File: src/sv/nsc_pkg.sv
// ----------------------------------------------------------------------------
// nsc_pkg
// Payload types and fixed constants shared by the segment clipper.
// ----------------------------------------------------------------------------
`default_nettype none
package nsc_pkg;

    localparam int CW = 32;
    localparam int CF = 24;
    localparam int TF = 24;
    localparam int TW = TF + 2;

    typedef struct packed {
        logic signed [CW-1:0] start_x;
        logic signed [CW-1:0] start_y;
        logic signed [CW-1:0] start_inv_depth;
        logic                 start_visible;
        logic signed [CW-1:0] end_x;
        logic signed [CW-1:0] end_y;
        logic signed [CW-1:0] end_inv_depth;
        logic                 end_visible;
    } seg_in_t;

    typedef struct packed {
        logic signed [CW-1:0] clip_start_x;
        logic signed [CW-1:0] clip_start_y;
        logic signed [CW-1:0] clip_start_inv_depth;
        logic signed [CW-1:0] clip_end_x;
        logic signed [CW-1:0] clip_end_y;
        logic signed [CW-1:0] clip_end_inv_depth;
        logic                 segment_valid;
        logic                 was_shortened;
    } seg_out_t;

    // Ratio classification: below zero, zero, in range, exactly one, above one.
    typedef enum logic [2:0] {
        R_NEG, R_ZERO, R_DIV, R_ONE, R_OVER
    } rcls_t;

    // Per-item work carried from front to back.
    typedef struct packed {
        logic                 ok;
        logic signed [CW:0]   ax;
        logic signed [CW:0]   ay;
        logic signed [CW:0]   az;
        logic signed [CW+1:0] dx;
        logic signed [CW+1:0] dy;
        logic signed [CW+1:0] dz;
        logic                 xz;
        logic                 yz;
        rcls_t                c0;
        rcls_t                c1;
        rcls_t                c2;
        rcls_t                c3;
        logic [CW+1:0]        n0;
        logic [CW+1:0]        n1;
        logic [CW+1:0]        n2;
        logic [CW+1:0]        n3;
        logic [CW+1:0]        mx;
        logic [CW+1:0]        my;
    } work_t;

endpackage
`default_nettype wire

File: src/sv/nsc_queue.sv
// ----------------------------------------------------------------------------
// nsc_queue
// Two-entry queue that decouples the front from the back.
// ----------------------------------------------------------------------------
`default_nettype none
module nsc_queue (
    input  wire logic           clk,
    input  wire logic           rst_n,
    input  wire logic           i_valid,
    output logic                i_stall,
    input  wire nsc_pkg::work_t i_data,
    output logic                o_valid,
    input  wire logic           o_stall,
    output nsc_pkg::work_t      o_data
);
    nsc_pkg::work_t mem_reg [2];
    logic       wp_reg, rp_reg;
    logic [1:0] cnt_reg;
    logic       push, pop;

    assign i_stall = (cnt_reg == 2'd2);
    assign o_valid = (cnt_reg != 2'd0);
    assign push    = i_valid && !i_stall;
    assign pop     = o_valid && !o_stall;
    assign o_data  = mem_reg[rp_reg];

    always_ff @(posedge clk or negedge rst_n)
    begin
        if (!rst_n)
        begin
            wp_reg <= 1'b0; rp_reg <= 1'b0; cnt_reg <= 2'd0;
        end
        else
        begin
            if (push) wp_reg <= ~wp_reg;
            if (pop)  rp_reg <= ~rp_reg;
            cnt_reg <= cnt_reg + 2'(push) - 2'(pop);
        end
    end

    always_ff @(posedge clk)
    begin
        if (push) mem_reg[wp_reg] <= i_data;
    end

    assert property (@(posedge clk) disable iff (!rst_n) cnt_reg <= 2'd2)
        else $error("queue count overflow");
    assert property (@(posedge clk) disable iff (!rst_n)
        (cnt_reg == 2'd0) |-> (wp_reg == rp_reg))
        else $error("queue pointers disagree when empty");
    assert property (@(posedge clk) disable iff (!rst_n)
        (cnt_reg == 2'd2) |-> (wp_reg == rp_reg))
        else $error("queue pointers disagree when full");

endmodule
`default_nettype wire

File: config.mk
export PLATFORM = sky130hd
export DESIGN_NAME = nsc_queue
export DESIGN_NICKNAME = d
export VERILOG_FILES = /design/src/sv/nsc_pkg.sv /design/src/sv/nsc_queue.sv
export SDC_FILE = /design/constraint.sdc
export NUM_CORES = 1
export LEC_CHECK = 0
export BUFFER_PORTS_ARGS = -buffer_cell sky130_fd_sc_hd__buf_2
export CELL_PAD_IN_SITES_DETAIL_PLACEMENT = 0
export CELL_PAD_IN_SITES_GLOBAL_PLACEMENT = 1
export CORE_AREA = 3 3 325 327
export CTS_CLUSTER_SIZE = 28
export DETAILED_ROUTE_END_ITERATION = 6
export DIE_AREA = 0 0 328 330
export PLACE_DENSITY_LB_ADDON = 0.1
export SLEW_MARGIN = 20
export SYNTH_ARGS = -nofsm -noshare
export SYNTH_HDL_FRONTEND = slang
export SYNTH_SLANG_ARGS = --single-unit
File: constraint.sdc
create_clock -name clk -period 22.9 [get_ports clk]
set_input_delay 3.435 -clock clk [delete_from_list [all_inputs] [get_ports clk]]
set_output_delay 3.435 -clock clk [all_outputs]
set_load 0.005 [all_outputs]
* Yosys cells after proc, flatten, opt, wreduce, memory -nomap -nowiden
Memories as Yosys holds them, arrays and structs flattened.
Cells that the tools add are included.
** Word-level totals
- Bits of input ports :: 424
- Output and inout port bits :: 422
- Word-level logic and storage cells :: 16
- Memories :: 1
- RAM bits :: 840
- Register bits after elaboration :: 4
** Memories
- mem_reg :: words 2, bits a word 420, read ports 1, clocked after memory_dff 0, wr ports 1, RTL line nsc_queue.sv:16 : nsc_pkg::work_t mem_reg [2];
** Operators by class
- Reductions and logical operators :: 5
- Bitwise operators :: 2
- Eq/ne operators :: 1
- Muxes and demuxes :: 2
- Add/sub/neg operators :: 2
** Operator list (count)
- $add 2x1->2 :: 1
- $eq 2x2->1 const B :: 1
- $logic_and 1x1->1 :: 2
- $logic_not 1->1 :: 2
- $mux 1 :: 2
- $not 1->1 :: 2
- $reduce_bool 2->1 :: 1
- $sub 2x1->2 :: 1

* Depth between registers and ports, before layout
- Word-level depth :: 5
- Mapped depth :: 7
- Mapped depth without buffers :: 7

* Least setup slack after synthesis
Ideal clock, no wire load.
- Kind :: input to register
- Start :: input port i_valid
- End :: memory mem_reg[0][0] in the netlist's numbering, enable pin
- Setup time :: 1.211 ns
- Setup slack :: 0.785 ns
- Stages :: 2
- Required time :: 21.689 ns
- Arrival :: 20.904 ns
- Cell sequence :: nand2_1 nor2_1
** Between the ends
- Cells in the longest elaborated chain, start to end :: 3
** Ends and longest elaborated chain
- start: declaration :: RTL line nsc_queue.sv:9 : input wire logic i_valid,
- $logic_and 1x1->1 :: RTL line nsc_queue.sv:23 : assign push = i_valid && !i_stall;
- $mux 1 :: RTL line nsc_queue.sv:43 : if (push) mem_reg[wp_reg] <= i_data;
- $mux 1 (implied by the code) :: RTL line nsc_queue.sv:43
- end: declaration :: RTL line nsc_queue.sv:16
No other way between the ends.

==> flow_metrics.env <==
export IMPL_root_buffer="clkbuf_16"
export IMPL_synth_flop_cell="edfxtp_1"
export IMPL_path_class="reg2out"
export IMPL_drive_gt1_frac=0.6112
export IMPL_crit_start="rp_reg"
export IMPL_crit_path_end="o_data[53]"
export IMPL_use_met2=0.2727
export IMPL_fin_crit_ns=9.166
export IMPL_synth_area_um2=32450
export IMPL_synth_edf_count=840
export IMPL_fmax_mhz=109.1
export IMPL_die_area_um2=108200
export IMPL_start_util=0.3145
export IMPL_slew_headroom=0.2560
export IMPL_setup_violations=0
export IMPL_cts_buffers=96
export IMPL_drt_initial_drc_count=877
export IMPL_grt_antenna_before_repair=64
export IMPL_setup_tns_ns=0
export IMPL_clock_path_buffers=3
export IMPL_p_per_area_nw_per_um2=129.1
export IMPL_grt_usage=0.1541
export IMPL_leakagePower_nw=16.04
export IMPL_synth_seq_cells=844
export IMPL_start_kind="register"
export IMPL_cp_data_required_time_ns=19.47
export IMPL_finalMaxSlewViolations=0
export IMPL_worst_path_max_fanout=56
export IMPL_avgRoutedWirePerCell_um=23.40
export IMPL_drtPass1Iterations=4
export IMPL_clk_pin_slew_ns=0.06
export IMPL_syn_nets=1751
export IMPL_fin_ws_ns=13.73
export IMPL_placementRows=118
export IMPL_min_period_over_period=0.4003
export IMPL_cap_violations=0
export IMPL_avgSynthCellArea_um2=24.49
export IMPL_finalNetCount=2667
export IMPL_rsz0062_at_grt="no"
export IMPL_via_per_inst=4.290
export IMPL_synthCells=1325
export IMPL_pre_cts_ws_ns=14.32
export IMPL_synth_top_area_cell="edfxtp_1"
export IMPL_h_tree_depth=3
export IMPL_area_growth_pct=25.32
export IMPL_fin_skew_ns=0.02523
export IMPL_yosys_warnings=0
export IMPL_ys_top_cells_by_area="edfxtp_1 78%, mux2_4 18%, buf_12 2.0%"
export IMPL_largest_reg_flops=840
export IMPL_ys_seq_area_frac=0.7803
export IMPL_gr_usage_met3=0.07490
export IMPL_cts_hold_buffers=0
export IMPL_r2r_slack_ns=18.83
export IMPL_final_hold_violation_count=0
export IMPL_gp_congestion=0.7522
export IMPL_status="completed"
export IMPL_cts_resized_gates=0
export IMPL_die_h_um=330
export IMPL_gr_max_usage_layer="met2"
export IMPL_grtUsageMet1=0.1514
export IMPL_arrival_ns=5.73
export IMPL_io_pins=846
export IMPL_ir_drop_mv=0.07318
export IMPL_end_kind="output port"
export IMPL_grt_pass1_wl_um=119700
export IMPL_ys_types=18
export IMPL_r2r_cells=5
export IMPL_tightest_slew_ns=1.116
export IMPL_ys_async_sr_fraction=0.004739
export IMPL_grt_pass1_vias=16961
export IMPL_core_um2=103200
export IMPL_drt_total_wl_um=87080
export IMPL_yosys_top_cells_count="840 x edfxtp_1, 390 x mux2_4, 33 x buf_12, 30 x mux2_2, 10 x buf_8"
export IMPL_clk_latency_ns=0.65
export IMPL_r2r_start="cnt_reg[1]"
export IMPL_synth_most_common_cell="edfxtp_1"
export IMPL_die_x_um=328
export IMPL_grt_max_degree=158
export IMPL_drc=0
export IMPL_drtAntennaViolNets=0
export IMPL_hpwl_um=62570
export IMPL_vias=15966
export IMPL_hp_class="reg2reg"
export IMPL_clkSinkCount=844
export IMPL_synth_top_area_frac=0.7772
export IMPL_gr_total_overflow=0
export IMPL_tritoncts="built"
export IMPL_timing_rr_end="mem_reg[1][31]"
export IMPL_postCtsSetupRepairBufs=0
export IMPL_io_buffers=845
==> final cells by class <==
cell class | count | area (µm²)
fillers | 9517 | 62530
flip-flops and latches | 844 | 25330
multi-input cells | 432 | 6299
repair buffers | 865 | 4392
clock buffers | 123 | 2546
well taps | 1380 | 1727
clock inverters | 49 | 305.3
diodes | 27 | 67.56
inverters | 2 | 7.507
==> how the worst min path moves through the flow <==
stage	start	endpoint	slack, ns	cells past startpoint
floorplan	wp_reg	wp_reg	0.46	1
global placement	cnt_reg[0]	cnt_reg[0]	0.50	1
detailed placement	cnt_reg[0]	cnt_reg[0]	0.51	1
CTS	cnt_reg[0]	cnt_reg[0]	0.52	1
global route	cnt_reg[0]	cnt_reg[0]	0.54	1
finish	cnt_reg[0]	cnt_reg[0]	0.52	1
==> power breakdown <==
part / internal, mW / switching [mW] / leakage, nW / total, mW
clock network: 0.803 / 0.593 / 1.39 / 1.40
logic: 0.818 / 0.819 / 6.80 / 1.64
registers: 2.12 / 0.100 / 7.85 / 2.22
==> routing by layer <==
| metal | vias to the layer above | routed length, µm |
|---|---|---|
| li1 | 7187 | - |
| met1 | 7925 | 29000 |
| met2 | 603 | 45470 |
| met3 | 207 | 8695 |
| met4 | 44 | 3623 |
| met5 | - | 292 |
==> worst max-delay path: stages (launching register included) <==
cell     delay [ns]
dfrtp_4        1.07
buf_4          0.96
buf_4          0.71
buf_4          0.83
buf_4          0.75
mux2_4         0.35
buf_2          0.13
==> through the flow <==
stage	hold slack, ns	area [µm²]	total power [mW]	instances	util
after global routing	0.5390	40650	5.518	3712	0.3939
after floorplan	0.4608	32450	3.559	1325	-
after global placement	0.4999	37750	3.930	3523	0.3658
after detailed placement	0.5107	37750	3.942	3523	0.3658
after CTS	0.5218	40600	5.369	3695	0.3934
final	0.5209	40670	5.250	3722	0.3941
==> cell usage in the layout, fill, tap and decap left out, drive strengths merged <==
cell type | synthesis | routed
inv | 2 | 3
bufinv | 0 | 2
xnor2 | 3 | 3
clkinvlp | 0 | 4
and3 | 1 | 1
edfxtp | 840 | 840
ha | 2 | 2
buf | 47 | 865
diode | 0 | 27
clkbuf | 0 | 123
nor2 | 1 | 1
or2 | 1 | 1
nand2b | 1 | 1
xor2 | 1 | 1
nor2b | 1 | 1
mux2 | 420 | 420
dfrtp | 4 | 4
nand2 | 1 | 1
clkinv | 0 | 42
==> logic make-up (layout without fill, tap and decap cells) <==
logic type               after synthesis  count (layout)  synth area share
XOR/XNOR                               4               4          0.001080
AND/OR/NAND/NOR                        6               6          0.001003
multiplexers                         420             420            0.1908
flip-flops                           844             844            0.7803
buffers and inverters                 49            1039           0.02602
other                                  0              27                 0
adder cells (fa/ha/maj)                2               2         0.0007709
Power figures use the tool's default switching activity.
