## config.mk

```make
export PLATFORM = sky130hd
export DESIGN_NAME = nsc_front
export DESIGN_NICKNAME = d
export VERILOG_FILES = /design/src/sv/nsc_pkg.sv /design/src/sv/nsc_front.sv
export SDC_FILE = /design/constraint.sdc
export NUM_CORES = 1
export LEC_CHECK = 0
export BUFFER_PORTS_ARGS = -buffer_cell sky130_fd_sc_hd__buf_4
export CAP_MARGIN = 20
export CORE_AREA = 4 4 242 244
export CTS_CLUSTER_DIAMETER = 60
export DETAILED_ROUTE_END_ITERATION = 8
export DIE_AREA = 0 0 246 248
export GPL_TIMING_DRIVEN = 0
export PLACE_DENSITY = 0.81
export SETUP_SLACK_MARGIN = 0.15
export SLEW_MARGIN = 20
export SYNTH_ARGS = -nofsm -noshare
export SYNTH_HDL_FRONTEND = slang
export SYNTH_SLANG_ARGS = --single-unit
```

## constraint.sdc

```tcl
create_clock -name clk -period 55.5 [get_ports clk]
set_input_delay 13.875 -clock clk [delete_from_list [all_inputs] [get_ports clk]]
set_output_delay 13.875 -clock clk [all_outputs]
set_load 0.1 [all_outputs]
```

## src/sv/nsc_pkg.sv

```systemverilog
// ----------------------------------------------------------------------------
// nsc_pkg
// Payload types and fixed constants shared by the segment clipper.
// ----------------------------------------------------------------------------
`default_nettype none
package nsc_pkg;

    localparam int CW = 32;
    localparam int CF = 24;
    localparam int TF = 24;
    localparam int TW = TF + 2;

    typedef struct packed {
        logic signed [CW-1:0] start_x;
        logic signed [CW-1:0] start_y;
        logic signed [CW-1:0] start_inv_depth;
        logic                 start_visible;
        logic signed [CW-1:0] end_x;
        logic signed [CW-1:0] end_y;
        logic signed [CW-1:0] end_inv_depth;
        logic                 end_visible;
    } seg_in_t;

    typedef struct packed {
        logic signed [CW-1:0] clip_start_x;
        logic signed [CW-1:0] clip_start_y;
        logic signed [CW-1:0] clip_start_inv_depth;
        logic signed [CW-1:0] clip_end_x;
        logic signed [CW-1:0] clip_end_y;
        logic signed [CW-1:0] clip_end_inv_depth;
        logic                 segment_valid;
        logic                 was_shortened;
    } seg_out_t;

    // Ratio classification: below zero, zero, in range, exactly one, above one.
    typedef enum logic [2:0] {
        R_NEG, R_ZERO, R_DIV, R_ONE, R_OVER
    } rcls_t;

    // Per-item work carried from front to back.
    typedef struct packed {
        logic                 ok;
        logic signed [CW:0]   ax;
        logic signed [CW:0]   ay;
        logic signed [CW:0]   az;
        logic signed [CW+1:0] dx;
        logic signed [CW+1:0] dy;
        logic signed [CW+1:0] dz;
        logic                 xz;
        logic                 yz;
        rcls_t                c0;
        rcls_t                c1;
        rcls_t                c2;
        rcls_t                c3;
        logic [CW+1:0]        n0;
        logic [CW+1:0]        n1;
        logic [CW+1:0]        n2;
        logic [CW+1:0]        n3;
        logic [CW+1:0]        mx;
        logic [CW+1:0]        my;
    } work_t;

endpackage
`default_nettype wire

```

## src/sv/nsc_front.sv

```systemverilog
// ----------------------------------------------------------------------------
// nsc_front
// Accept a segment, form deltas and boundary numerators, classify ratios.
// ----------------------------------------------------------------------------
`default_nettype none
module nsc_front (
    input  wire logic           clk,
    input  wire logic           rst_n,
    input  wire logic           in_valid,
    output logic                in_stall,
    input  wire nsc_pkg::seg_in_t in_data,
    output logic                w_valid,
    input  wire logic           w_stall,
    output nsc_pkg::work_t      w_data
);
    localparam int W = nsc_pkg::CW + 2;

    logic           w_valid_reg;
    nsc_pkg::work_t w_reg, w_next;

    function automatic nsc_pkg::rcls_t cls(input logic signed [W-1:0] n,
                                           input logic signed [W-1:0] d);
        logic [W-1:0] un, ud;
        un = n[W-1] ? W'(-n) : n;
        ud = d[W-1] ? W'(-d) : d;
        if (n == '0)              return nsc_pkg::R_ZERO;
        else if (n[W-1] != d[W-1]) return nsc_pkg::R_NEG;
        else if (un > ud)         return nsc_pkg::R_OVER;
        else if (un == ud)        return nsc_pkg::R_ONE;
        else                      return nsc_pkg::R_DIV;
    endfunction

    function automatic logic [W-1:0] absv(input logic signed [W-1:0] v);
        return v[W-1] ? W'(-v) : v;
    endfunction

    logic signed [W-1:0] one_c, ax, ay, bx, by, az, bz, dx, dy, n0, n1, n2, n3;

    always_comb
    begin
        one_c = W'(1) <<< nsc_pkg::CF;
        ax = W'(in_data.start_x); ay = W'(in_data.start_y);
        az = W'(in_data.start_inv_depth);
        bx = W'(in_data.end_x);   by = W'(in_data.end_y);
        bz = W'(in_data.end_inv_depth);
        dx = bx - ax; dy = by - ay;
        n0 = -one_c - ax; n1 = one_c - ax;
        n2 = -one_c - ay; n3 = one_c - ay;
        w_next.ok = in_data.start_visible & in_data.end_visible;
        w_next.ax = (nsc_pkg::CW+1)'(ax);
        w_next.ay = (nsc_pkg::CW+1)'(ay);
        w_next.az = (nsc_pkg::CW+1)'(az);
        w_next.dx = dx; w_next.dy = dy; w_next.dz = bz - az;
        w_next.xz = (dx == '0) && !(ax < -one_c || ax > one_c);
        w_next.yz = (dy == '0) && !(ay < -one_c || ay > one_c);
        if (dx == '0) w_next.ok = w_next.ok & w_next.xz;
        if (dy == '0) w_next.ok = w_next.ok & w_next.yz;
        w_next.c0 = cls(n0, dx); w_next.c1 = cls(n1, dx);
        w_next.c2 = cls(n2, dy); w_next.c3 = cls(n3, dy);
        w_next.n0 = absv(n0); w_next.n1 = absv(n1);
        w_next.n2 = absv(n2); w_next.n3 = absv(n3);
        w_next.mx = absv(dx); w_next.my = absv(dy);
    end

    assign in_stall = w_valid_reg && w_stall;

    always_ff @(posedge clk or negedge rst_n)
    begin
        if (!rst_n)
        begin
            w_valid_reg <= 1'b0;
        end
        else if (!in_stall)
        begin
            w_valid_reg <= in_valid;
        end
    end

    always_ff @(posedge clk)
    begin
        if (!in_stall && in_valid)
        begin
            w_reg <= w_next;
        end
    end

    assign w_valid = w_valid_reg;
    assign w_data  = w_reg;

endmodule
`default_nettype wire

```

Word-level counts from Yosys, hierarchy flattened
Index checks and enable logic that the tools add are counted.
Widths: inputs -> output; s select.
Operators by class
  equal/unequal tests: 8
  order comparisons: 8
  bitwise logic cells: 3
  mux-type cells: 20
  add/subtract/negate cells: 13
  reductions and logical operators: 23
Operator list (count)
  $logic_not 34->1: 6
  $mux 34: 6
  $neg 33->34: 6
  $eq 34x34->1: 4
  $gt 34x34->1: 4
  $sub 32x32->33: 3
  $sub 25x32->33 const A: 2
  $sub 26x32->33 const A: 2
  $gt 32x26->1 const B: 2
  $lt 32x25->1 const B: 2
  $mux 3: 4
  $reduce_or 3->1: 4
  $mux 1: 10
  $reduce_or 2->1: 4
  $logic_and 1x1->1: 4
  $ne 1x1->1: 4
  $and 1x1->1: 3
  $logic_not 1->1: 3
  $logic_or 1x1->1: 2
Word-level totals
  bits of input ports: 198
  output and inout bits: 422
  logic and storage cells: 103
  bits in registers: 416

Longest topological paths before layout
Gate-level depths: netlist (run 1).
  word-level depth: 8
  gate-level depth with buffers: 28
  gate-level depth less buffers: 25

Worst setup path after synthesis (run 1)
OpenSTA, ideal clock, no wires.
  path type: input to register
  start: input port w_stall
  end: register w_reg (netlist bit w_data[0]), enable pin
  stages on the path: 2
  slack: 22.016 ns
  library setup time: 1.226 ns
  data required time: 54.274 ns
  arrival time: 32.258 ns
  buffers on the path: 0
  path through: and2_1 > nor2b_1
Between the ends
  longest elaborated chain between the ends: 3
RTL lines
  start: declaration: RTL line nsc_front.sv:13  | input wire logic w_stall,
  $logic_and 1x1->1: RTL line nsc_front.sv:65  | assign in_stall = w_valid_reg && w_stall;
  $logic_not 1->1: RTL line nsc_front.sv:81  | if (!in_stall && in_valid)
  $logic_and 1x1->1: RTL line nsc_front.sv:81
  end signal: assignment: RTL line nsc_front.sv:83  | w_reg <= w_next;
  end: declaration: RTL line nsc_front.sv:19  | nsc_pkg::work_t w_reg, w_next;
No other way between the ends.
A chain may end at the register's enable or synchronous reset.

Worst setup path after layout (run 1)
  start: input port w_stall
  end: output port in_stall
Between the ends
  longest elaborated chain between the ends: 1
RTL lines
  $logic_and 1x1->1: RTL line nsc_front.sv:65
  end: declaration: RTL line nsc_front.sv:10  | output logic in_stall,
No other way between the ends.

==> metrics.txt, run 1 <==
DRT iter0 DRCs=1,615; final non-filler cell total=4,146; Final Slew Violations=0; Slowest cell on crit path=buf_4; Synth cell types=108; Slew HR=29.56%; worst reg2reg path startpoint=w_valid; Placed Instances=4,054; Hold Buf Count CTS=0; Die Width=246 um; Port Buffers=619; Die Height=248 um; largest net degree at the start of global routing=32; GRT Total Usage=27.83%; initial antenna violation count=8; TritonCTS Buffers=47; critical path class=in -> out; DR vias=23,140; Max Clk Rate=0.03526 GHz; DRT antenna net count=0; crit-path cells=buf_4 > and2_1 > buf_4; Reg clk slew, reported paths=0.06 ns; Synth Warn #=0; final setup vio count=0; final WL=89,250 um; vias in the first global route=22,330; most area-consuming cells after synthesis=edfxtp_1, ha_1, xnor2_1; GR Overflow Total=0; max incr delay on CP=0.32 ns; # resized after CTS=0; gp weighted congestion=0.9667; Total Power=1.248 mW; max reg flops=408; DRC=0; Max-Cap Viols=0; mean post-synth cell area=10.32 sq um; post-synthesis register bit count=409; Post-CTS Setup Bufs=0; H-tree Lvls=2; Least-Margin Pin Slew=1.057 ns; full die area=61,010 sq um; reg2reg setup slack=52.56 ns; final hold viol count=0; first-pass GRT wire length=129,700 um; Required @ worst endpoint=41.62 ns; WL/cell=21.53 um; predominant post-synthesis flop cell=edfxtp_1; most frequent cells in the layout=buf_4, edfxtp_1, ha_1; pwr dens=35.80 nW/um^2; Worst Hold End=w_valid; setup tns final=0 ns; Critical Path AT=14.49 ns; Core Area=56,280 sq um; Row Count=87; Post-Synthesis Cells=2,644; Area growth syn-to-layout=27.75%; LEAKAGE=14.97 nW; HPWL after detailed placement=73,240 um; commonest non-fill, non-tap cell in the layout=buf_4; outcome=finished clean; clk_lat worst skew=0.60 ns; Max Clock Skew=0.01873 ns; hold_sp=w_valid; CP startpoint kind=primary input; RSZ-0062 raised after global routing=no; drt via density=5.581; R2R depth=9; Max VDD drop=0.02874 mV; layout cells sized above 1=23.85%; IO Pins=620; min cycle time layout=28.36 ns; number of flops mapped to enable cells by yosys=408; Hold Path Class=reg -> reg; Seq/Total Area, Yosys=44.97%; worst r2r dst=w_data[409]; First-pass DRT Iterations=6; final period utilization=51.11%; Synth top area share=44.88%; Longest Clk Path Bufs=3; most used cell, CP=buf_4; leading area contributor after synthesis=edfxtp_1; share of flip-flops with an asynchronous set or reset=0.2445%; Root Driver=clkbuf_16; Cell Area, Synth=27,300 sq um; crit-path max FO=3; initial cell density of the core=48.51%; TritonCTS clock tree=done; Clock Sink Count=409; hold path cells=2; Crit. End Element=output port; Final nets=3,773
## cells in the mapped netlist (7+ instances only)
| library cell | instances |
|---|---|
| a211oi_1 | 17 |
| a21o_1 | 89 |
| a21oi_1 | 132 |
| a221oi_1 | 8 |
| a31oi_1 | 23 |
| and2_1 | 12 |
| and3_1 | 21 |
| and4_1 | 8 |
| buf_2 | 18 |
| buf_4 | 12 |
| clkbuf_1 | 43 |
| edfxtp_1 | 408 |
| ha_1 | 225 |
| inv_1 | 221 |
| nand2_1 | 179 |
| nand2b_1 | 25 |
| nand3_1 | 61 |
| nand3b_1 | 7 |
| nand4_1 | 49 |
| nor2_1 | 206 |
| nor2b_1 | 32 |
| nor3_1 | 76 |
| nor3b_1 | 12 |
| nor4_1 | 36 |
| o2111ai_1 | 9 |
| o211ai_1 | 20 |
| o21a_1 | 29 |
| o21ai_0 | 100 |
| o21ai_1 | 10 |
| o21bai_1 | 8 |
| o31ai_1 | 22 |
| or2_2 | 16 |
| or3_1 | 33 |
| xnor2_1 | 219 |
| xor2_1 | 94 |
## power breakdown
| group | total [mW] | switching [mW] | internal [mW] |
|---|---|---|---|
| registers | 0.391 | 0.00933 | 0.382 |
| logic | 0.541 | 0.397 | 0.144 |
| clock network | 0.316 | 0.129 | 0.187 |
| total | 1.25 | 0.535 | 0.713 |
## metal layers
layer	part of all wire [%]	vias to the layer above	global-route usage (%)
met5	0.025	-	0
met3	9.4	226	7.563
met2	50	1020	49.29
met4	4.8	4	12.87
met1	36	10820	31.35
li1	-	11070	-
## cell families (layout without fill, tap and decap cells)
kind of cell	after synthesis	count (layout)	synth area share, %
DFF	409	409	44.97
other	2	28	0.02751
adders and majority gates	235	235	10.80
buffers and inverters	302	1022	4.437
and+or+nand+nor	814	814	15.38
muxes	6	6	0.2337
xor gates and xnor gates	318	318	10.36
AOI/OAI and AO/OA	558	558	13.79
## metrics by stage
stage | setup slack [ns] | area (sq um) | util, % | hold WS (ns)
after floorplan | 22.02 | 27370 | - | 1.885
after global placement | 15.23 | 32970 | 58.58 | 0.6127
after detailed placement | 27.15 | 33290 | 59.15 | 0.7075
after CTS | 27.15 | 34860 | 61.94 | 0.7267
after global routing | 27.10 | 34870 | 61.96 | 0.7943
final | 27.14 | 34870 | 61.97 | 0.7366
## layout make-up
| cell class | instances | area, sq um |
|---|---|---|
| Timing Repair Buffer | 634 | 4962 |
| Inverter | 222 | 833.3 |
| Buffer | 80 | 377.9 |
| Clock inverter | 26 | 294.0 |
| Multi-Input combinational cell | 1953 | 13890 |
| Fill cell | 4572 | 21400 |
| Tap cell | 756 | 945.9 |
| Sequential cell | 409 | 12280 |
| Clock buffer | 60 | 1276 |
| Antenna cell | 6 | 15.01 |
## worst max-delay path by stage
stage	slack [ns]	cells after the start	to	start
finish	27.14	3	in_stall	w_stall
global route	27.10	3	in_stall	w_stall
CTS	27.15	3	in_stall	w_stall
detailed placement	27.15	3	in_stall	w_stall
global placement	15.23	3	w_data[409]	w_stall
floorplan	22.02	2	w_data[0]	w_stall
## critical path, delay by kind of cell
family / cells / cell delay (ns)
AND/OR/NAND/NOR: 1 / 0.21
buffers and inverters: 2 / 0.40
Power figures use the tool's default switching activity.
==> run 2: changes to the inputs <==
--- a/config.mk
+++ b/config.mk
@@ -5,14 +5,16 @@
 export SDC_FILE = /design/constraint.sdc
 export NUM_CORES = 1
 export LEC_CHECK = 0
+export ABC_AREA = 1
 export BUFFER_PORTS_ARGS = -buffer_cell sky130_fd_sc_hd__buf_4
 export CAP_MARGIN = 20
-export CORE_AREA = 4 4 242 244
+export CORE_ASPECT_RATIO = 1.5
+export CORE_MARGIN = 4
+export CORE_UTILIZATION = 51
 export CTS_CLUSTER_DIAMETER = 60
 export DETAILED_ROUTE_END_ITERATION = 8
-export DIE_AREA = 0 0 246 248
 export GPL_TIMING_DRIVEN = 0
-export PLACE_DENSITY = 0.81
+export PLACE_DENSITY = 0.87
 export SETUP_SLACK_MARGIN = 0.15
 export SLEW_MARGIN = 20
 export SYNTH_ARGS = -nofsm -noshare
==> constraint.sdc (replaced) <==
create_clock -name clk -period 24 [get_ports clk]
set_input_delay 6 -clock clk [delete_from_list [all_inputs] [get_ports clk]]
set_output_delay 6 -clock clk [all_outputs]
set_load 0.1 [all_outputs]
==> metrics.txt, run 2 <==
final instance area=35,620 sq um (+2.1%); Port Buffers=619 (unchanged); most frequent cells in the layout=nand2_1, buf_4, inv_1; FF/Latch Area=12,280 sq um (unchanged); initial antenna violation count=7 (-1); Required @ worst endpoint=18.00 ns (-23.62 ns); WL/cell=21.76 um (+1.1%); Max Clock Skew=0.01788 ns (-0.0008483 ns); Max-Cap Viols=0 (unchanged); final setup vio count=0 (unchanged); Final Slew Violations=0 (unchanged); area occupied by multi-input gates=13,820 sq um (-0.50%); Row Count=105 (+21%); layout cells sized above 1=20.08% (-3.8 points); Crit. End Element=output port; most instantiated cells after synthesis=nand2_1, inv_1, edfxtp_1, nor2_1, ha_1; TritonCTS clock tree=done; Least-Margin Pin Slew=1.091 ns (+0.03483 ns); leading area contributor after synthesis=edfxtp_1; Final Hold Slack=0.5942 ns (-0.1424 ns); vias in the first global route=26,820 (+20%); H-tree Lvls=2 (unchanged); first-pass GRT wire length=152,100 um (+17%); Die Width=199.9 um (-19%); Hold Buf Count CTS=0 (unchanged); predominant post-synthesis flop cell=edfxtp_1; Max VDD drop=0.06397 mV (+120%); First-pass DRT Iterations=6 (unchanged); initial cell density of the core=51.57% (+3.1 points); DRC=0 (unchanged); final WL=104,600 um (+17%); Reg clk slew, reported paths=0.06 ns (about the same); Core Area=54,650 sq um (-2.9%); Slew HR=26.67% (-2.9 points); TritonCTS Buffers=46 (-2.1%); DRT met1 WL=33,070 um (+3.7%); setup tns final=0 ns (unchanged); max layer used=met5; CP startpoint kind=primary input; post-synthesis register bit count=409 (unchanged); most area-consuming cells after synthesis=edfxtp_1, nand2_1, ha_1; Placed Instance Area=34,100 sq um (+2.4%); DRT antenna net count=0 (unchanged); Area growth syn-to-layout=26.41%; met2 wire len=54,040 um (+21%); Seq/Total Area, Yosys=43.56% (-1.4 points); # resized after CTS=0 (unchanged); outcome=finished clean; Die Height=295.9 um (+19%); crit-path max FO=2 (-1); number of flops mapped to enable cells by yosys=408 (unchanged); Clock Sink Count=409 (unchanged); LEAKAGE=17.01 nW (+14%); max reg flops=408 (unchanged); Fill cells=4,493 (-1.7%); Critical Path AT=6.60 ns (-7.89 ns); met3 WL=7939 um (-5.1%); commonest non-fill, non-tap cell in the layout=nand2_1; Longest Clk Path Bufs=3 (unchanged); final period utilization=52.51%; clk_lat worst skew=0.59 ns (about the same); Synth cell types=64 (-41%); Root Driver=clkbuf_16; Cell Area, Synth=28,180 sq um (+3.2%); DR vias=26,660 (+15%); mean post-synth cell area=8.380 sq um (-19%); RSZ-0062 raised after global routing=no; Final nets=4,492 (+19%); pwr dens=80.00 nW/um^2 (+120%); most frequent cell after synthesis=nand2_1; Post-Synthesis Cells=3,363 (+27%); IO Pins=620 (unchanged); final hold viol count=0 (unchanged); GRT Total Usage=34.06% (+6.2 points); Post-CTS Setup Bufs=0 (unchanged); Hold Path Class=reg -> reg; Synth Warn #=0 (unchanged); share of flip-flops with an asynchronous set or reset=0.2445% (unchanged); DRT iter0 DRCs=1,718 (+6.4%); full die area=59,160 sq um (-3.0%); Synth top area share=43.47% (-1.4 points); GR Overflow Total=0 (unchanged); critical path class=in -> out; post-layout util=65.18% (+3.2 points); min cycle time layout=12.60 ns; largest net degree at the start of global routing=32 (unchanged); HPWL after detailed placement=87,090 um (+19%); gp weighted congestion=1.001 (+3.5%); Max Clk Rate=0.07935 GHz; drt via density=5.547 (-0.61%)
[run 2: stage by stage]
stage	setup WS, ns	power (mW)	cells
floorplan	6.250	1.825	3383
global placement	2.921	2.138	4697
detailed placement	11.39	2.146	4713
CTS	11.39	2.850	4799
global route	11.37	2.979	4804
finish	11.40	2.850	4806
[run 2: worst paths after layout]
check	slack, ns	startpoint	cells past startpoint	to
max	11.40	w_stall	4	in_stall
min	0.59	w_valid	2	w_valid
max reg2reg	21.53	w_valid	8	w_data[377]
min reg2reg	0.59	w_valid	2	w_valid
max in group asynchronous	18.75	rst_n	1	w_valid
min in group asynchronous	5.17	rst_n	1	w_valid
[run 2: power by group]
group	switching (mW)	internal (mW)	leakage, nW
combinational	0.949	0.299	12.4
sequential	0.0220	0.880	3.91
clock	0.313	0.387	0.735
[run 2: kinds of logic after synthesis]
kind of cell,count (synthesis),share of synthesized area (%)
simple gates,1523,23.65
buf+inv,565,7.703
compound gates,441,8.618
flops,409,43.56
fa+ha+maj,228,10.20
xor+xnor,195,6.233
other cells,2,0.02665
[run 2: worst max-delay path, cell delays in order]
cell and delay (ns):
buf_4 0.09, nand2_1 0.07, inv_1 0.13, buf_4 0.31
[run 2: layout make-up]
class | instances | area share (%)
Buffer | 43 | 0.5936
Inverter | 522 | 5.500
Timing Repair Buffer | 635 | 13.92
Sequential cell | 409 | 34.46
Clock inverter | 31 | 0.7586
Clock buffer | 55 | 3.470
Tap cell | 695 | 2.441
Multi-Input combinational cell | 2409 | 38.80
Antenna cell | 7 | 0.04917
[run 2: per-layer routing]
metal,track usage [%],vias to the layer above
li1,-,12640
met1,32.75,12250
met2,63.12,1343
met3,6.808,416
met4,25.21,2
met5,0,-
